===== config.mk =====
export PLATFORM = sky130hd
export DESIGN_NAME = burst_error_injector_top
export DESIGN_NICKNAME = d
export VERILOG_FILES = /design/src/rtl/bei_pkg.sv /design/src/rtl/burst_error_injector_top.sv /design/src/rtl/bei_front.sv /design/src/rtl/bei_queue.sv /design/src/rtl/bei_div.sv /design/src/rtl/bei_back.sv
export SDC_FILE = /design/constraint.sdc
export NUM_CORES = 1
export LEC_CHECK = 0
export BUFFER_PORTS_ARGS = -buffer_cell sky130_fd_sc_hd__buf_2
export CORE_MARGIN = 10
export CORE_UTILIZATION = 40
export DETAILED_ROUTE_END_ITERATION = 8
export PLACE_DENSITY = 0.57
export SLEW_MARGIN = 20
export SYNTH_ARGS = -nofsm -noshare
export SYNTH_HDL_FRONTEND = slang
export SYNTH_SLANG_ARGS = --single-unit

===== constraint.sdc =====
create_clock -name i_clk -period 7.17 [get_ports i_clk]
set_input_delay 0.717 -clock i_clk [delete_from_list [all_inputs] [get_ports i_clk]]
set_output_delay 0.717 -clock i_clk [all_outputs]
set_load 0.01 [all_outputs]

===== src/rtl/bei_pkg.sv =====
// Shared types, constants and the noise generator step for the burst error injector.
`timescale 1ns / 1ps
package bei_pkg;

    // Generator reset value and xorshift32 shift amounts
    localparam logic [31:0] PRNG_RESET = 32'hDEADC0DE;
    localparam int          SHIFT_A    = 13;
    localparam int          SHIFT_B    = 17;
    localparam int          SHIFT_C    = 5;

    // Remainder divider: one quotient bit per step over a 32-bit dividend
    localparam int DIV_STEPS = 32;
    localparam int DIV_CNT_W = $clog2(DIV_STEPS + 1);

    // Queue between front and back
    localparam int Q_DEPTH = 2;
    localparam int Q_PTR_W = $clog2(Q_DEPTH);
    localparam int Q_CNT_W = $clog2(Q_DEPTH + 1);

    // Register file: 8-bit burst length at byte address 0, 32-bit seed at byte address 4
    localparam int CFG_ADDR_W = 3;

    typedef enum logic {
        REG_BURST_LEN = 1'b0,
        REG_SEED      = 1'b1
    } t_reg_idx;

    // Input word
    typedef struct packed {
        logic [7:0]  data_byte;
        logic [15:0] frame_length;
        logic        first_byte;
    } t_in_word;

    // Output word
    typedef struct packed {
        logic [7:0] out_byte;
        logic       corrupted;
        logic       error;
    } t_out_word;

    // Classified word handed from front to back
    typedef struct packed {
        logic [7:0] data_byte;
        logic       first_byte;
        logic       error;
        logic [7:0] burst;
    } t_cls;

    // Queue status seen by the front and the back
    typedef struct packed {
        logic full;
        logic empty;
    } t_q_stat;

    // Back-end sequencer
    typedef enum logic [1:0] {
        BK_RUN,
        BK_DIV,
        BK_FIN
    } t_back_state;

    // One xorshift32 step
    function automatic logic [31:0] xs32_next(input logic [31:0] x);
        logic [31:0] v;
        v = x;
        v = v ^ (v << SHIFT_A);
        v = v ^ (v >> SHIFT_B);
        v = v ^ (v << SHIFT_C);
        return v;
    endfunction

endpackage


===== src/rtl/burst_error_injector_top.sv =====
// Top level of the burst error injector: register file, front end, queue and back end.
`timescale 1ns / 1ps
//
//  port group   handshake                    word
//  ----------   --------------------------   -----------------------------------
//  input        i_in_valid / o_in_ready      i_in_word  (data, frame length, first)
//  output       o_out_valid / i_out_ready    o_out_word (byte, corrupted, error)
//  registers    psel/penable/pwrite, pready  paddr, pwdata, prdata
//
//  A word that does not open a valid frame passes from the queue head straight into the
//  output register, so such words stream at one per cycle while the output takes them.
//  The first word of a frame with a nonzero burst holds the queue head through one draw,
//  32 divider steps, the done pulse and a final step that finishes the word.
//  The two-entry queue, whose head is the word in work, fills while the back end divides
//  or the output stalls, then o_in_ready drops. Reset is synchronous and active low; no
//  clearing pass is needed.
//
module burst_error_injector_top
    import bei_pkg::*;
#(
    parameter int LENGTH_WIDTH = 16
) (
    input  logic                  i_clk,
    input  logic                  i_rst_n,
    input  logic                  i_in_valid,
    output logic                  o_in_ready,
    input  t_in_word              i_in_word,
    output logic                  o_out_valid,
    input  logic                  i_out_ready,
    output t_out_word             o_out_word,
    input  logic                  psel,
    input  logic                  penable,
    input  logic                  pwrite,
    input  logic [CFG_ADDR_W-1:0] paddr,
    input  logic [31:0]           pwdata,
    output logic [31:0]           prdata,
    output logic                  pready
);

    localparam int Q_WIDTH = LENGTH_WIDTH + $bits(t_cls);

    logic [7:0]              r_burst_len;
    logic [31:0]             r_seed;
    logic                    cfg_wr;
    t_reg_idx                reg_idx;
    logic                    seed_load;

    logic                    push;
    logic                    pop;
    t_cls                    front_cls;
    logic [LENGTH_WIDTH-1:0] front_divisor;
    t_q_stat                 q_stat;
    logic [Q_WIDTH-1:0]      q_head;
    t_cls                    head_cls;
    logic [LENGTH_WIDTH-1:0] head_divisor;

    // Register port: the register index is the word address
    assign pready    = 1'b1;
    assign cfg_wr    = psel && penable && pwrite && pready;
    assign reg_idx   = t_reg_idx'(paddr[CFG_ADDR_W-1]);
    assign seed_load = cfg_wr && (reg_idx == REG_SEED) && (pwdata != 32'd0);

    always_ff @(posedge i_clk) begin
        if (!i_rst_n) begin
            r_burst_len <= 8'd1;
            r_seed      <= PRNG_RESET;
        end else if (cfg_wr) begin
            case (reg_idx)
                REG_BURST_LEN: r_burst_len <= pwdata[7:0];
                REG_SEED:      r_seed      <= pwdata;
                default:       r_seed      <= r_seed;
            endcase
        end
    end

    // Read back
    always_comb begin
        case (reg_idx)
            REG_BURST_LEN: prdata = {24'd0, r_burst_len};
            REG_SEED:      prdata = r_seed;
            default:       prdata = 32'd0;
        endcase
    end

    bei_front #(
        .LENGTH_WIDTH(LENGTH_WIDTH)
    ) u_front (
        .i_in_valid  (i_in_valid),
        .i_in_word   (i_in_word),
        .i_burst_len (r_burst_len),
        .i_q_stat    (q_stat),
        .o_in_ready  (o_in_ready),
        .o_push      (push),
        .o_cls       (front_cls),
        .o_divisor   (front_divisor)
    );

    bei_queue #(
        .WIDTH(Q_WIDTH)
    ) u_queue (
        .i_clk   (i_clk),
        .i_rst_n (i_rst_n),
        .i_push  (push),
        .i_data  ({front_divisor, front_cls}),
        .i_pop   (pop),
        .o_data  (q_head),
        .o_stat  (q_stat)
    );

    assign head_cls     = q_head[$bits(t_cls)-1:0];
    assign head_divisor = q_head[Q_WIDTH-1:$bits(t_cls)];

    bei_back #(
        .LENGTH_WIDTH(LENGTH_WIDTH)
    ) u_back (
        .i_clk          (i_clk),
        .i_rst_n        (i_rst_n),
        .i_seed_load    (seed_load),
        .i_seed         (pwdata),
        .i_q_valid      (!q_stat.empty),
        .i_head         (head_cls),
        .i_head_divisor (head_divisor),
        .o_pop          (pop),
        .o_out_valid    (o_out_valid),
        .o_out_word     (o_out_word),
        .i_out_ready    (i_out_ready)
    );

    // A replaced byte never belongs to an error frame
    a_corrupt_not_error: assert property (@(posedge i_clk) disable iff (!i_rst_n)
        o_out_valid && o_out_word.corrupted |-> !o_out_word.error)
        else $error("corrupted byte flagged as error frame");

    // Noise is only injected while a burst length is set
    a_corrupt_needs_burst: assert property (@(posedge i_clk) disable iff (!i_rst_n)
        o_out_valid && o_out_word.corrupted |-> (r_burst_len != 8'd0))
        else $error("corrupted byte with zero burst length");

    // A new output word always comes from a queued word
    a_out_from_queue: assert property (@(posedge i_clk) disable iff (!i_rst_n)
        $rose(o_out_valid) |-> $past(!q_stat.empty))
        else $error("output word produced from an empty queue");

    // The queue is never pushed while full
    a_no_overflow: assert property (@(posedge i_clk) disable iff (!i_rst_n)
        q_stat.full |=> !(q_stat.full && $past(push) && !$past(pop)) || $past(!push))
        else $error("queue overflow");

endmodule


===== src/rtl/bei_front.sv =====
// Front end: accepts input words, caps the burst and works out the start divisor.
`timescale 1ns / 1ps
module bei_front
    import bei_pkg::*;
#(
    parameter int LENGTH_WIDTH = 16
) (
    input  logic                    i_in_valid,
    input  t_in_word                i_in_word,
    input  logic [7:0]              i_burst_len,
    input  t_q_stat                 i_q_stat,
    output logic                    o_in_ready,
    output logic                    o_push,
    output t_cls                    o_cls,
    output logic [LENGTH_WIDTH-1:0] o_divisor
);

    logic [LENGTH_WIDTH-1:0] flen;
    logic [LENGTH_WIDTH-1:0] burst_ext;
    logic [LENGTH_WIDTH-1:0] burst_cap;

    // Take a word whenever the queue has room
    assign o_in_ready = !i_q_stat.full;
    assign o_push     = i_in_valid && !i_q_stat.full;

    // Cap the burst to the frame length and flag empty bursts or frames
    always_comb begin
        flen      = LENGTH_WIDTH'(i_in_word.frame_length);
        burst_ext = LENGTH_WIDTH'(i_burst_len);
        burst_cap = (burst_ext > flen) ? flen : burst_ext;

        o_cls.data_byte  = i_in_word.data_byte;
        o_cls.first_byte = i_in_word.first_byte;
        o_cls.error      = (i_burst_len == 8'd0) || (flen == '0);
        o_cls.burst      = burst_cap[7:0];
        o_divisor        = flen - burst_cap + LENGTH_WIDTH'(1);
    end

endmodule


===== src/rtl/bei_queue.sv =====
// Short queue that decouples the front end from the back end.
`timescale 1ns / 1ps
module bei_queue
    import bei_pkg::*;
#(
    parameter int WIDTH = 8
) (
    input  logic             i_clk,
    input  logic             i_rst_n,
    input  logic             i_push,
    input  logic [WIDTH-1:0] i_data,
    input  logic             i_pop,
    output logic [WIDTH-1:0] o_data,
    output t_q_stat          o_stat
);

    logic [WIDTH-1:0]   r_mem [Q_DEPTH];
    logic [Q_PTR_W-1:0] r_wptr;
    logic [Q_PTR_W-1:0] r_rptr;
    logic [Q_CNT_W-1:0] r_count;

    assign o_stat.full  = (r_count == Q_CNT_W'(Q_DEPTH));
    assign o_stat.empty = (r_count == '0);
    assign o_data       = r_mem[r_rptr];

    // Store pushed words
    always_ff @(posedge i_clk) begin
        if (i_push) begin
            r_mem[r_wptr] <= i_data;
        end
    end

    // Advance pointers and track the fill
    always_ff @(posedge i_clk) begin
        if (!i_rst_n) begin
            r_wptr  <= '0;
            r_rptr  <= '0;
            r_count <= '0;
        end else begin
            if (i_push) begin
                r_wptr <= (r_wptr == Q_PTR_W'(Q_DEPTH - 1)) ? '0 : r_wptr + 1'b1;
            end
            if (i_pop) begin
                r_rptr <= (r_rptr == Q_PTR_W'(Q_DEPTH - 1)) ? '0 : r_rptr + 1'b1;
            end
            case ({i_push, i_pop})
                2'b10:   r_count <= r_count + 1'b1;
                2'b01:   r_count <= r_count - 1'b1;
                default: r_count <= r_count;
            endcase
        end
    end

endmodule


===== src/rtl/bei_div.sv =====
// Restoring remainder divider: 32-bit dividend, one bit per cycle.
`timescale 1ns / 1ps
module bei_div
    import bei_pkg::*;
#(
    parameter int LENGTH_WIDTH = 16
) (
    input  logic                    i_clk,
    input  logic                    i_rst_n,
    input  logic                    i_start,
    input  logic [31:0]             i_dividend,
    input  logic [LENGTH_WIDTH-1:0] i_divisor,
    output logic                    o_done,
    output logic [LENGTH_WIDTH-1:0] o_rem
);

    logic [31:0]             r_dvd;
    logic [LENGTH_WIDTH-1:0] r_dvs;
    logic [LENGTH_WIDTH-1:0] r_rem;
    logic [DIV_CNT_W-1:0]    r_cnt;
    logic                    r_done;
    logic [LENGTH_WIDTH:0]   trial;
    logic [LENGTH_WIDTH:0]   diff;

    assign o_done = r_done;
    assign o_rem  = r_rem;

    // Shift in the next dividend bit and subtract when it fits
    always_comb begin
        trial = {r_rem, r_dvd[31]};
        diff  = trial - {1'b0, r_dvs};
    end

    // Control: count the steps and pulse done after the last
    always_ff @(posedge i_clk) begin
        if (!i_rst_n) begin
            r_cnt  <= '0;
            r_done <= 1'b0;
        end else begin
            r_done <= (r_cnt == DIV_CNT_W'(1));
            if (i_start) begin
                r_cnt <= DIV_CNT_W'(DIV_STEPS);
            end else if (r_cnt != '0) begin
                r_cnt <= r_cnt - 1'b1;
            end
        end
    end

    // Datapath
    always_ff @(posedge i_clk) begin
        if (i_start) begin
            r_dvd <= i_dividend;
            r_dvs <= i_divisor;
            r_rem <= '0;
        end else if (r_cnt != '0) begin
            r_dvd <= r_dvd << 1;
            r_rem <= trial[LENGTH_WIDTH] || (trial >= {1'b0, r_dvs})
                     ? diff[LENGTH_WIDTH-1:0] : trial[LENGTH_WIDTH-1:0];
        end
    end

endmodule


===== src/rtl/bei_back.sv =====
// Back end: owns the generator and frame state, places the burst and drives the output word.
`timescale 1ns / 1ps
module bei_back
    import bei_pkg::*;
#(
    parameter int LENGTH_WIDTH = 16
) (
    input  logic                    i_clk,
    input  logic                    i_rst_n,
    input  logic                    i_seed_load,
    input  logic [31:0]             i_seed,
    input  logic                    i_q_valid,
    input  t_cls                    i_head,
    input  logic [LENGTH_WIDTH-1:0] i_head_divisor,
    output logic                    o_pop,
    output logic                    o_out_valid,
    output t_out_word               o_out_word,
    input  logic                    i_out_ready
);

    localparam logic [LENGTH_WIDTH-1:0] POS_MAX = '1;

    t_back_state             r_state;
    t_back_state             n_state;
    logic [31:0]             r_prng;
    logic [LENGTH_WIDTH-1:0] r_pos;
    logic [LENGTH_WIDTH-1:0] r_start;
    logic [7:0]              r_remain;
    logic                    r_ferr;
    logic                    r_out_valid;
    t_out_word               r_out_word;

    logic                    slot_free;
    logic                    err_start;
    logic                    div_start;
    logic                    emit;
    logic                    hit;
    logic                    eff_err;
    logic [LENGTH_WIDTH-1:0] eff_pos;
    logic [LENGTH_WIDTH-1:0] eff_start;
    logic [7:0]              eff_remain;
    logic [31:0]             draw;
    logic                    div_done;
    logic [LENGTH_WIDTH-1:0] div_rem;

    assign o_out_valid = r_out_valid;
    assign o_out_word  = r_out_word;
    assign draw        = xs32_next(r_prng);
    assign slot_free   = !r_out_valid || i_out_ready;

    // Burst start: generator word modulo the free span of the frame
    bei_div #(
        .LENGTH_WIDTH(LENGTH_WIDTH)
    ) u_div (
        .i_clk      (i_clk),
        .i_rst_n    (i_rst_n),
        .i_start    (div_start),
        .i_dividend (draw),
        .i_divisor  (i_head_divisor),
        .o_done     (div_done),
        .o_rem      (div_rem)
    );

    // Next state
    always_comb begin
        n_state = r_state;
        case (r_state)
            BK_RUN: begin
                if (div_start) begin
                    n_state = BK_DIV;
                end
            end
            BK_DIV: begin
                if (div_done) begin
                    n_state = BK_FIN;
                end
            end
            BK_FIN: begin
                if (slot_free) begin
                    n_state = BK_RUN;
                end
            end
            default: n_state = BK_RUN;
        endcase
    end

    // Outputs of the sequencer and the per-word decision
    always_comb begin
        div_start = 1'b0;
        emit      = 1'b0;
        err_start = 1'b0;
        case (r_state)
            BK_RUN: begin
                div_start = i_q_valid && i_head.first_byte && !i_head.error;
                emit      = i_q_valid && slot_free && !(i_head.first_byte && !i_head.error);
                err_start = i_head.first_byte;
            end
            BK_FIN: begin
                emit = i_q_valid && slot_free;
            end
            default: begin
                emit = 1'b0;
            end
        endcase

        // A first word reaching here without a divide is an error frame
        eff_err    = err_start ? 1'b1 : r_ferr;
        eff_pos    = err_start ? '0   : r_pos;
        eff_start  = err_start ? '0   : r_start;
        eff_remain = err_start ? '0   : r_remain;
        hit        = !eff_err && (eff_remain != 8'd0) && (eff_pos >= eff_start);
        o_pop      = emit;
    end

    // Sequencer state
    always_ff @(posedge i_clk) begin
        if (!i_rst_n) begin
            r_state <= BK_RUN;
        end else begin
            r_state <= n_state;
        end
    end

    // Generator and frame state
    always_ff @(posedge i_clk) begin
        if (!i_rst_n) begin
            r_prng   <= PRNG_RESET;
            r_pos    <= '0;
            r_start  <= '0;
            r_remain <= '0;
            r_ferr   <= 1'b0;
        end else begin
            // Advance the generator on the start draw and on each noise byte
            if (i_seed_load) begin
                r_prng <= i_seed;
            end else if (div_start || (emit && hit)) begin
                r_prng <= draw;
            end

            if (div_start) begin
                r_pos    <= '0;
                r_remain <= i_head.burst;
                r_ferr   <= 1'b0;
            end else if (emit) begin
                r_pos    <= (eff_pos < POS_MAX) ? eff_pos + 1'b1 : eff_pos;
                r_remain <= hit ? eff_remain - 8'd1 : eff_remain;
                r_ferr   <= eff_err;
                r_start  <= eff_start;
            end else if ((r_state == BK_DIV) && div_done) begin
                r_start <= div_rem;
            end
        end
    end

    // Output register: hold until taken
    always_ff @(posedge i_clk) begin
        if (!i_rst_n) begin
            r_out_valid <= 1'b0;
        end else if (emit) begin
            r_out_valid <= 1'b1;
        end else if (i_out_ready) begin
            r_out_valid <= 1'b0;
        end
    end

    always_ff @(posedge i_clk) begin
        if (emit) begin
            r_out_word.out_byte  <= hit ? draw[7:0] : i_head.data_byte;
            r_out_word.corrupted <= hit;
            r_out_word.error     <= eff_err;
        end
    end

endmodule


# After elaboration in Yosys (flattened, before gate mapping)
# Memories as Yosys holds them, arrays and structs flattened. A register that Yosys moved wholly into a read port is not among the register bits.
# Index checks and enable logic that the tools add are counted.
[op_classes]
addsub = 10
multipliers = 0
div_mod_pow = 0
n_lt_le_gt_ge = 4
n_eq_ne = 9
shifts = 0
mux = 36
bitwise_logic = 6
n_reduce_logical = 42
[ops]
columns = ["op", "count"]
rows = [
  ["$mux W32", 4],
  ["$mux W16", 7],
  ["$pmux W32 S2", 1],
  ["$xor A32 B32 Y32", 2],
  ["$mux W8", 5],
  ["$add A16 B1 Y16 const B", 2],
  ["$reduce_bool A32 Y1", 1],
  ["$sub A16 B16 Y16", 2],
  ["$xor A32 B15 Y32", 1],
  ["$ge A17 B16 Y1", 1],
  ["$ge A16 B16 Y1", 1],
  ["$gt A8 B16 Y1", 1],
  ["$logic_not A16 Y1", 1],
  ["$lt A16 B16 Y1 const B", 1],
  ["$logic_and A1 B1 Y1", 14],
  ["$mux W6", 2],
  ["$reduce_bool A2 Y1", 6],
  ["$mux W1", 11],
  ["$logic_not A8 Y1", 1],
  ["$reduce_bool A8 Y1", 1],
  ["$sub A8 B1 Y8 const B", 1],
  ["$eq A2 B2 Y1 const B", 3],
  ["$eq A6 B1 Y1 const B", 1],
  ["$logic_not A1 Y1", 6],
  ["other kinds (18)", 31],
]
[totals]
reg_bits = 201
latchBits = 0
mem_bits_rw = 68
rom_bits = 0
in_bits = 67
out_inout_bits = 45
elab_cells = 129
memories = 1
[memory_table]
columns = ["memory", "depth", "width", "read_ports", "rd_clocked_by_memory_dff", "write_ports", "line_no", "source"]
rows = [
  ["u_queue.r_mem", 2, 34, 1, 1, 1, "bei_queue.sv:17", "logic [WIDTH-1:0] r_mem [Q_DEPTH];"],
]

# Logic depth before layout (Yosys ltp)
[logic_depth]
ltp_word = 10
mapped_depth = 21
depth_no_buf = 20

# Hierarchy
# A second synthesis with hierarchy kept.
[hier_totals]
cells_unflattened = 1474
area_unflattened_um2 = 14893.0
[by_module_without_submodules]
columns = ["mod", "instances", "cells_each", "area_each_um2", "seq_area_each_um2"]
rows = [
  ["bei_back", 1, 606, 5332.6, 1821.7],
  ["bei_div", 1, 325, 3677.3, 1901.8],
  ["bei_queue", 1, 128, 2661.3, 2142.1],
  ["burst_error_injector_top", 1, 226, 1806.7, 800.8],
  ["bei_front", 1, 189, 1415.1, 0.0],
]

# Worst setup path before layout
# OpenSTA, ideal clock, no wires.
[synth_timing]
kind = "in2reg"
from = "in i_in_word[2] (netlist bit)"
to = "mem u_queue.r_mem[0][33] (netlist bit), data pin"
setup_time_ns = 0.264
arrival_ns = 4.587
required_ns = 6.906
setup_slack_ns = 2.318
path_stages = 20
path_buffers = 1
cell_sequence = "inv_1 -> ha_1 -> nor2b_1 -> o21a_1 -> o21a_1 -> o21ai_0 -> a31o_2 -> clkbuf_1 -> o21ai_0 -> ha_1 -> inv_1 -> ha_1 -> fa_1 -> a211o_1 -> a2111oi_0 -> o31ai_1 -> nand4_1 -> nand4b_1 -> a21oi_1 -> xnor2_1"
[synth_rtl]
columns = ["element", "line_no", "source"]
rows = [
  ["start: declaration", "burst_error_injector_top.sv:27", "input t_in_word i_in_word,"],
  ["end: declaration", "bei_queue.sv:17", ""],
]

==> summary.txt <==
Power
  • Pwr Total: between 0.007 and 0.008 W
  • Pwr Density: 447 mW/mm^2
  • VDD IR-drop max: about 210 uV
  • Leak pwr: ~6.5 nW

Final layout
  • Fillcell total: around 3500
  • ANT cells: 0
  • Final core occ: between 40% and 50%
  • Nets@finish: about 1700
  • Area grow syn2layout: 12.9%
  • Ratio of cells with drive above 1 in the final layout: between 10 and 15%

Placement
  • Input/output buffers: around 110
  • Estimated wirelength of the detail-placed design: 27500 um
  • Global placement routability congestion: 0.862
  • Pre-CTS WS: ~1.7 ns

GRT
  • Global-route wire length before repair: roughly 61000 um
  • Initial antenna violation count: 0
  • Vias in the first global route: about 11000
  • GRT Total Usage: roughly 17%
  • Pin count of the biggest net entering global routing: 73
  • Total grt overflow: 0

Clock network
  • CTS tree: yes
  • Worst-path clk slew: roughly 0.060 ns
  • CTS Hold Bufs: 0
  • Clock sinks: 270
  • CTS max path bufs: 3
  • Post-CTS setup buffer count: 0
  • H-tree depth: 1
  • TritonCTS buffer count: 30
  • Clock Latency Late Sink: ~0.56 ns
  • PostCTS Resize Cnt: 0
  • Root buf cell: clkbuf_16

Hold path
  • Hold Crit Class: in -> reg
  • Hold Path Origin: i_in_word[17]
  • Hold Path Sink: u_queue.r_mem[0][10]$_DFFE_PP_
  • Hold depth: 1

Synth
  • Synth Warn #: 0
  • Top-count cell post-synth: nand2_1
  • Flops & latches, synth: 270
  • Ys async rst share: 0%
  • Synth cell count leaders: nand2_1 (218), dfxtp_1 (144), edfxtp_1 (126), a21oi_1 (87), nor2_1 (84)
  • Top FF cell, synth: dfxtp_1
  • Synth top area share: 26.0%
  • Syn Inst Count: roughly 1500
  • Syn_area_per_cell: 9.49 sq um
  • Synthesized cell area: about 0.015 sq mm
  • Number of synthesized flops with an enable pin: about 130
  • Synth unique cells: 76
  • Largest area contributor in the netlist: edfxtp_1
  • Post-synthesis net count: between 1500 and 2000
  • Area contributors post-synth: edfxtp_1 (26%), dfxtp_1 (20%), ha_1 (5.9%)
  • Register area share after synthesis: a little under half

Critical path
  • Critical Path Sink Type: flip-flop
  • Setup Crit Path Kind: reg -> reg
  • Crit-path cells: ha_1, a21o_1, a21oi_1, a221o_1, a31o_2, o21ai_0, ha_1, inv_1, ha_1, fa_1, a211o_1, a2111oi_0, o31ai_1, nand4_1, nand4b_1, a21oi_1, xnor2_1
  • CP delay by family, top: compound AO/OA/AOI/OAI gates
  • Critical path buffers and inverters: 1
  • Worst EP required: 7.46 ns
  • Register-to-Register Path Depth: 17
  • Startpoint type of the worst setup path: flip-flop
  • CP max-delay cell: a2111oi_0
  • R2r setup slk: between 2 and 2.5 ns
  • CP Max Fanout: 21
  • Reg2reg start: r_burst_len[6]$_SDFFE_PN0P_
  • Crit path depth: 17
  • Cell mode on critical path: ha_1
  • CP Data Arrival Time: 5.26 ns
  • RR Endpoint: u_queue.r_mem[0][33]$_DFFE_PP_
  • Max incr delay on CP: 0.62 ns

Drt
  • DRC Markers: 0
  • WL/cell: roughly 18 um
  • Final ANT Viol Nets: 0
  • First-pass DRT Iterations: 5
  • WL final: about 38000 um
  • DR vias/cell: 5.44
  • Drt initial violations: around 860
  • Vias: roughly 11000

Timing
  • Clock skew: roughly 0.018 ns
  • Setup ws final: about 2.2 ns
  • Pins Over Slew Limit: 0
  • Period utilisation layout: 69.4%
  • Relative slew margins: a little over a third
  • RSZ-0062 raised after global routing: false
  • Final hold vios: 0
  • Min Clock Period, post-route: 4.97 ns
  • Slew @ Worst Pin: between 0.9 and 1 ns
  • Final setup vio count: 0
  • Final TNS setup: 0 ns
  • Fmax: just over 0.2 GHz

Floorplan
  • Die ar.: 0.0445 sq mm
  • Initial core utilization: between 40% and 50%
  • Row cnt: 69
  • I/O pin count: roughly 110
  • Core Footprint: between 0.03 and 0.04 sq mm
  • Chip height: about 210 um
  • Die width: 211 um

Outcome
  • Status: complete, no violations

Flow run
  • Max Cap Viol: 0
[state kept, by name, summed over array words and instances (netlist names), named ones only]
name and flops:
r_burst_len 8, u_back.r_pos 16, u_back.o_out_word 10, u_queue.r_wptr 1, u_back.u_div.r_dvs 16, u_back.r_state 2, u_back.r_prng 32, u_back.u_div.o_done 1
u_back.r_remain 8, r_seed 32, u_back.r_ferr 1, u_back.o_out_valid 1, u_queue.r_count 2, u_queue.r_rptr 1, u_back.r_start 16, u_back.u_div.r_cnt 6
u_back.u_div.r_dvd 32, u_back.u_div.o_rem 16, u_queue.r_mem 68
[worst register-to-register path, stage by stage (launching register included)]
cell and delay (ns):
dfxtp_1 0.48, ha_1 0.31, a21o_1 0.18, a21oi_1 0.19
a221o_1 0.17, a31o_2 0.35, o21ai_0 0.22, ha_1 0.32
inv_1 0.04, ha_1 0.23, fa_1 0.44, a211o_1 0.35
a2111oi_0 0.62, o31ai_1 0.26, nand4_1 0.14, nand4b_1 0.11
a21oi_1 0.20, xnor2_1 0.09
[metrics by stage]
stage,instance area [sq um],std cells,hold WS [ns]
2_1_floorplan,14600,1535,0.414
4_1_cts,16400,2079,0.341
3_5_place_dp,15400,2023,0.435
3_3_place_gp,15400,2023,0.428
6_report,16400,2079,0.355
5_1_grt,16400,2079,0.353
[power breakdown]
part	total, W	internal, W	switching (W)
Combinational	0.00331	0.00125	0.00206
Sequential	0.00244	0.00216	0.000284
Clock	0.00160	0.000960	0.000642
Total	0.00735	0.00436	0.00299
[layout by cell type (no fill, tap or decap), types with 35 or more instances in the layout]
master,n
a21oi_1,87
clkbuf_16,35
buf_2,108
xnor2_1,77
dfxtp_1,143
inv_1,49
and2_1,43
nand3_1,67
nor2_1,81
ha_1,69
o21ai_0,68
edfxtp_1,126
nand2_1,217
xor2_1,46
[cell type report]
| cell class | count | area (sq um) | area share (%) |
|---|---|---|---|
| Multi-Input combinational cell | 1119 | 7310 | 44.4 |
| Tap cell | 461 | 577 | 3.51 |
| Timing Repair Buffer | 121 | 638 | 3.88 |
| Inverter | 52 | 200 | 1.22 |
| Sequential cell | 270 | 6670 | 40.5 |
| Clock inverter | 15 | 109 | 0.662 |
| Clock buffer | 41 | 948 | 5.77 |
[metal layers]
metal / vias up / GRT usage (%) / part of all wire, %
li1: 5645 / - / -
met3: 47 / 2.20 / 5.4
met2: 290 / 25.6 / 43
met4: 0 / 3.47 / 1.5
met1: 5327 / 24.9 / 50
met5: - / 0 / 0
[cells by family (layout without fill, tap and decap cells)]
group                      count (synthesis)  count (layout)  synth area share, %
AOI/OAI and AO/OA                        316             316                 14.3
xor gates and xnor gates                 124             124                 7.51
adders and majority gates                 71              71                 6.20
buffers and inverters                    146             229                 4.22
DFF                                      270             270                 45.8
muxes                                     51              51                 3.80
other                                      1               1               0.0257
and+or+nand+nor                          556             556                 18.2
[worst max path at each step]
stage                                 from                              to  slack (ns)
2_1_floorplan                 i_in_word[2]  u_queue.r_mem[0][33]$_DFFE_PP_        2.32
3_3_place_gp                  i_in_word[2]  u_queue.r_mem[0][33]$_DFFE_PP_        1.75
3_5_place_dp                  i_in_word[2]  u_queue.r_mem[0][33]$_DFFE_PP_        1.73
4_1_cts        r_burst_len[1]$_SDFFE_PN0P_  u_queue.r_mem[0][33]$_DFFE_PP_        2.23
5_1_grt        r_burst_len[1]$_SDFFE_PN0P_  u_queue.r_mem[1][33]$_DFFE_PP_        1.81
6_report       r_burst_len[6]$_SDFFE_PN0P_  u_queue.r_mem[0][33]$_DFFE_PP_        2.20
(Power assumes the default switching activity.)
